## src/rtl/core/cmcu_pkg.sv

```systemverilog
// Shared types and constants for the count-min heavy-hitter block.
`timescale 1ns / 1ps

package cmcu_pkg;

  // Port field widths.
  localparam int KIND_W = 1;
  localparam int SLOT_W = 7;
  localparam int SEED_W = 14;
  localparam int KEY_W  = 32;
  localparam int EST_W  = 32;
  localparam int THR_W  = 32;

  localparam logic [THR_W-1:0] THR_RESET = THR_W'(145);

  // Item kinds.
  localparam logic [KIND_W-1:0] KIND_SEED = 1'b0;
  localparam logic [KIND_W-1:0] KIND_KEY  = 1'b1;

  typedef enum logic [2:0] {
    ST_CLEAR,
    ST_IDLE,
    ST_HASH,
    ST_READ,
    ST_MIN,
    ST_UPDATE
  } state_t;

endpackage

```

## src/rtl/core/cmcu_hash.sv

```systemverilog
// H3 seed store and per-row hash, registered row addresses.
`timescale 1ns / 1ps

module cmcu_hash #(
  parameter int ROWS       = 4,
  parameter int INDEX_BITS = 14,
  parameter int KEY_BITS   = 32
) (
  input  logic                          clk,
  input  logic                          rst,
  input  logic                          wr_en,
  input  logic [cmcu_pkg::SLOT_W-1:0]   wr_slot,
  input  logic [cmcu_pkg::SEED_W-1:0]   wr_value,
  input  logic [KEY_BITS-1:0]           key,
  output logic [INDEX_BITS-1:0]         addr [ROWS]
);

  localparam int SLOTS  = ROWS * KEY_BITS;
  localparam int SIDX_W = $clog2(SLOTS);

  logic [INDEX_BITS-1:0] seeds [SLOTS];
  logic [INDEX_BITS-1:0] hash  [ROWS];
  logic                  slot_ok;

  assign slot_ok = 32'(wr_slot) < 32'(SLOTS);

  always_ff @(posedge clk) begin
    if (rst) begin
      for (int s = 0; s < SLOTS; s++) begin
        seeds[s] <= '0;
      end
    end else if (wr_en && slot_ok) begin
      seeds[SIDX_W'(wr_slot)] <= INDEX_BITS'(wr_value);
    end
  end

  // Seed i of a row joins the XOR when key bit (KEY_BITS-1-i) is clear.
  always_comb begin
    for (int r = 0; r < ROWS; r++) begin
      hash[r] = '0;
      for (int i = 0; i < KEY_BITS; i++) begin
        if (!key[KEY_BITS-1-i]) begin
          hash[r] = hash[r] ^ seeds[r*KEY_BITS + i];
        end
      end
    end
  end

  always_ff @(posedge clk) begin
    for (int r = 0; r < ROWS; r++) begin
      addr[r] <= hash[r];
    end
  end

endmodule

```

## config.mk

```make
export PLATFORM = sky130hd
export DESIGN_NAME = cmcu_hash
export DESIGN_NICKNAME = d
export VERILOG_FILES = /design/src/rtl/core/cmcu_pkg.sv /design/src/rtl/core/cmcu_hash.sv
export SDC_FILE = /design/constraint.sdc
export NUM_CORES = 2
export LEC_CHECK = 0
export BUFFER_PORTS_ARGS = -buffer_cell sky130_fd_sc_hd__buf_4
export CORE_MARGIN = 2
export CORE_UTILIZATION = 50
export DETAILED_ROUTE_END_ITERATION = 10
export HOLD_SLACK_MARGIN = 0.05
export PLACE_DENSITY_LB_ADDON = 0.3
export SYNTH_ARGS = -nofsm -noshare
export SYNTH_HDL_FRONTEND = slang
export SYNTH_SLANG_ARGS = --single-unit
```

## constraint.sdc

```tcl
create_clock -name clk -period 1.7 [get_ports clk]
set_input_delay 0.34 -clock clk [delete_from_list [all_inputs] [get_ports clk]]
set_output_delay 0.34 -clock clk [all_outputs]
set_load 0.01 [all_outputs]
```

# --- Word-level counts from Yosys, hierarchy flattened ---
# Memories as Yosys holds them, arrays and structs flattened.
# Cells that the tools add are included.
# W data, S select, Z words.
totals:
  reg_bits: 56
  mem_bits_rw: 1792
  inputBits: 56
  out_inout_bits: 56
  word_cells: 266
  n_memories: 1
mem_list:
  columns: ["name", "depth", "word_bits", "rd", "rd_clocked_by_memory_dff", "write_ports", "line_no", "text"]
  rows:
  - ["seeds", 128, 14, 128, 0, 128, "cmcu_hash.sv:21", "logic [INDEX_BITS-1:0] seeds [SLOTS];"]
classes:
  n_mux: 136
  bitwise_logic: 124
  n_reduce_logical: 1
ops:
  columns: ["op", "n"]
  rows:
  - ["$mux W14", 129]
  - ["$xor A14 B14 Y14", 124]
  - ["$reduce_or A14 Y1", 1]
  - ["$mux W7", 1]
  - ["$mux W1", 6]

# --- Longest topological paths before layout ---
# An unclocked memory read counts as a cell.
depth:
  depth_word: 64
  mapped_depth: 8
  mapped_depth_nobuf: 6

# --- Least setup slack after synthesis ---
# Ideal clock, no wire load.
synth_path:
  path_kind: "input to register"
  start: "input wr_en"
  end: "memory seeds[123][0] (enable)"
  setup_time_ps: 327
  arrival_time_ps: 1490
  t_required_ps: 1373
  slack_ps: -117
  cell_stages: 6
  path_buffers: 1
  cell_sequence: "nor2b_2 -> and2_1 -> nand2_1 -> buf_2 -> nor2_1 -> or2_2"
synth_rtl:
  columns: ["element", "line_no", "text"]
  rows:
  - ["start: declaration", "cmcu_hash.sv:11", "input logic wr_en,"]
  - ["end: declaration", "cmcu_hash.sv:21", null]

==> reports/metrics.yaml <==
outcome: "complete, but fails checks"
failed_checks: "setup timing"
met2WireLength_mm: 152
post-dp-hpwl_mm: 217
r2r_cells: 6
leakage_nw: 44.1
post_cts_buffers: 0
max_freq_mhz: 541
setup_slack_ps: -148
h-tree-depth: 4
postSynthCellCount: 8004
r2r-end: "addr[26]"
critPathMaxFanout: 1
peakVddDrop_v: 0.00116
reg2reg_setup_slack_ps: -150
postLayoutCoreUtil: 0.627
die_h_um: 445
cp_data_arrival_time_ps: 2600
fin_crit_sh: 1.09
met3WireLength_mm: 31.8
grt_pass1_vias: 61420
total_power_mw: 130
fin_setup_tns_ps: -651
post-route-drc-count: 0
hold_ws_ps: 98.7
avgSynthCellArea_um2: 12.2
synthMostInstantiatedCell: "and2_1"
tightest_slew_ps: 756
syn-num-nets: 8060
setup_violations: 17
wirelength_met1_mm: 125
cp-start-kind: "flop"
dieArea_um2: 198000
cts_tree: "done"
ys_warn_count: 0
fill_cells: 14291
hold_start: "wr_value[4]"
fin_crit_ps: 1850
drtIter0Drc: 8473
synth_common_cells: "and2_1, edfxtp_1, xnor2_1"
overflow: 0
worstReg2RegStart: "seeds[84][12]"
critical_path_class: "reg -> reg"
firstDrtPassIters: 6
maxCapViolations: 0
grt_pass1_wl_mm: 449
area_delta_synth_final_pct: 25.0
path_clk_slew_ps: 60
antenna_found_initial: 18
clk_path_buf_depth: 3
cp.required_ps: 2450
fin_skew_ps: 27.5
end_kind: "flop"
io_pins: 112
drv_slew: 0
place.gp.congestion: 0.898
grt_max_degree: 72
ys_ff_latch: 1848
synth_enable_flop_cells: 1792
hold_violations: 0
drive_gt1_frac: 0.259
drt-total-wl_mm: 323
initial_core_util: 0.502
synth.largest_area_cell: "edfxtp_1"
clock_sinks: 1848
cts_made_buffers: 200
dr_total_vias: 62750
final_cells: 11451
wire_per_inst_um: 28.2
yosysUniqueCellTypes: 25
place_area_um2: 109000
fin_nets: 8785
worstSkewPairLatency_ps: 870
antenna_left: 0
synthDominantCellAreaShare: 0.552
holdPathEnd: "seeds[44][4]"
hold-path-cell-count: 2
synth_area_um2: 97400
grtUsageTotal: 0.321
fin_area_um2: 122000
design.core.area_um2: 194000
worst_hold_path_type: "in -> reg"
pwr_density_cell_nw_per_um2: 1070
post-place-ws_ps: -987
top_layer: "met5"
seq_area_um2: 55000
multi_input_area_um2: 45900
ys_seq_area_frac: 0.564
dp_cells: 11140
ys.flop_type: "edfxtp_1"
rsz0062_at_grt: "true"
die_w_um: 445
clockRootBuffer: "clkbuf_16"
vias_per_cell: 5.48
placement.io_buffers: 111
synth.area.top_cells: "edfxtp_1, xnor2_1, and2_1"
row_count: 162
slew_headroom: 0.496
async_flop_share: 0
## kinds of logic (layout without fill, tap and decap cells)
group                  count (synthesis)  count (layout)  synth area share
XOR/XNOR                            1736            1736             0.157
buffers and inverters                540            1441            0.0320
other                                  0               4                 0
AND/OR/NAND/NOR                     3880            3880             0.247
flip-flops                          1848            1848             0.564
## sequential cells by signal, summed over array words and instances (netlist names)
register	count
seeds	1792
addr	56
## report_power, final
part	switching [mW]	total, mW	internal (mW)
logic	16.2	32.3	16.1
clock network	18.6	42.9	24.3
registers	1.36	54.5	53.2
total	36.2	130	93.6
## critical path, cell delays in order, from the launching register on
cell      delay (ps)
edfxtp_1         360
nor2b_1          150
xnor2_1          160
xnor2_1          470
xnor2_2          180
xnor2_2          190
xnor2_2          240
## metal layers
| layer | global-route usage | vias up |
|---|---|---|
| met4 | 0.133 | 6 |
| met5 | 0 | - |
| met2 | 0.513 | 3477 |
| met3 | 0.0498 | 641 |
| met1 | 0.437 | 31543 |
| li1 | - | 27083 |
## what timing repair did
item | CTS | global route
endpoints found under the setup margin | 91 | 63
hold buffers | 10 | 0
endpoints found under the hold margin | 109 | 0
pin swaps | 190 | 385
resized for setup | 500 | 569
## final cells by class
type | count | area share
Sequential cell | 1848 | 0.452
Multi-Input combinational cell | 5616 | 0.377
Timing Repair Buffer | 1063 | 0.0932
Clock buffer | 270 | 0.0453
Tap cell | 2542 | 0.0261
Clock inverter | 108 | 0.00683
Antenna cell | 4 | 0.0000822
## cells in the final DEF, fill, tap and decap left out
cell | Yosys | routed
and2_1 | 1793 | 1793
and2b_1 | 4 | 4
buf_12 | 0 | 252
buf_4 | 29 | 750
buf_6 | 123 | 51
bufinv_16 | 0 | 11
clkbuf_1 | 338 | 51
clkbuf_16 | 0 | 205
clkbuf_8 | 0 | 14
clkinv_1 | 0 | 44
clkinv_2 | 0 | 36
clkinv_4 | 0 | 1
clkinv_8 | 0 | 2
clkinvlp_4 | 0 | 6
dfxtp_1 | 56 | 17
dfxtp_2 | 0 | 18
dfxtp_4 | 0 | 21
diode_2 | 0 | 4
dlygate4sd3_1 | 0 | 10
edfxtp_1 | 1792 | 1792
inv_6 | 0 | 8
nand2_1 | 15 | 15
nand2b_1 | 368 | 367
nand2b_2 | 8 | 8
nand2b_4 | 18 | 19
nand3_1 | 6 | 6
nand3_2 | 2 | 2
nand4_1 | 2 | 2
nand4b_1 | 1 | 1
nor2_1 | 128 | 122
nor2_2 | 1 | 7
nor2b_1 | 1401 | 1187
nor2b_2 | 3 | 94
nor2b_4 | 0 | 123
nor3_1 | 2 | 2
or2_2 | 128 | 48
or2_4 | 0 | 80
xnor2_1 | 1726 | 1188
xnor2_2 | 10 | 451
xnor2_4 | 0 | 97
## worst max-delay path by stage
stage / start / to / slack (ps) / depth (start not counted)
global placement: key[14] / addr[10] / -930 / 9
global route: seeds[69][12] / addr[26] / -140 / 7
detailed placement: key[14] / addr[10] / -990 / 9
finish: seeds[84][12] / addr[26] / -150 / 6
CTS: seeds[125][10] / addr[10] / -90 / 6
floorplan: wr_en / seeds[123][0] / -60 / 6
No activity file was read; power rests on OpenSTA's default activity.
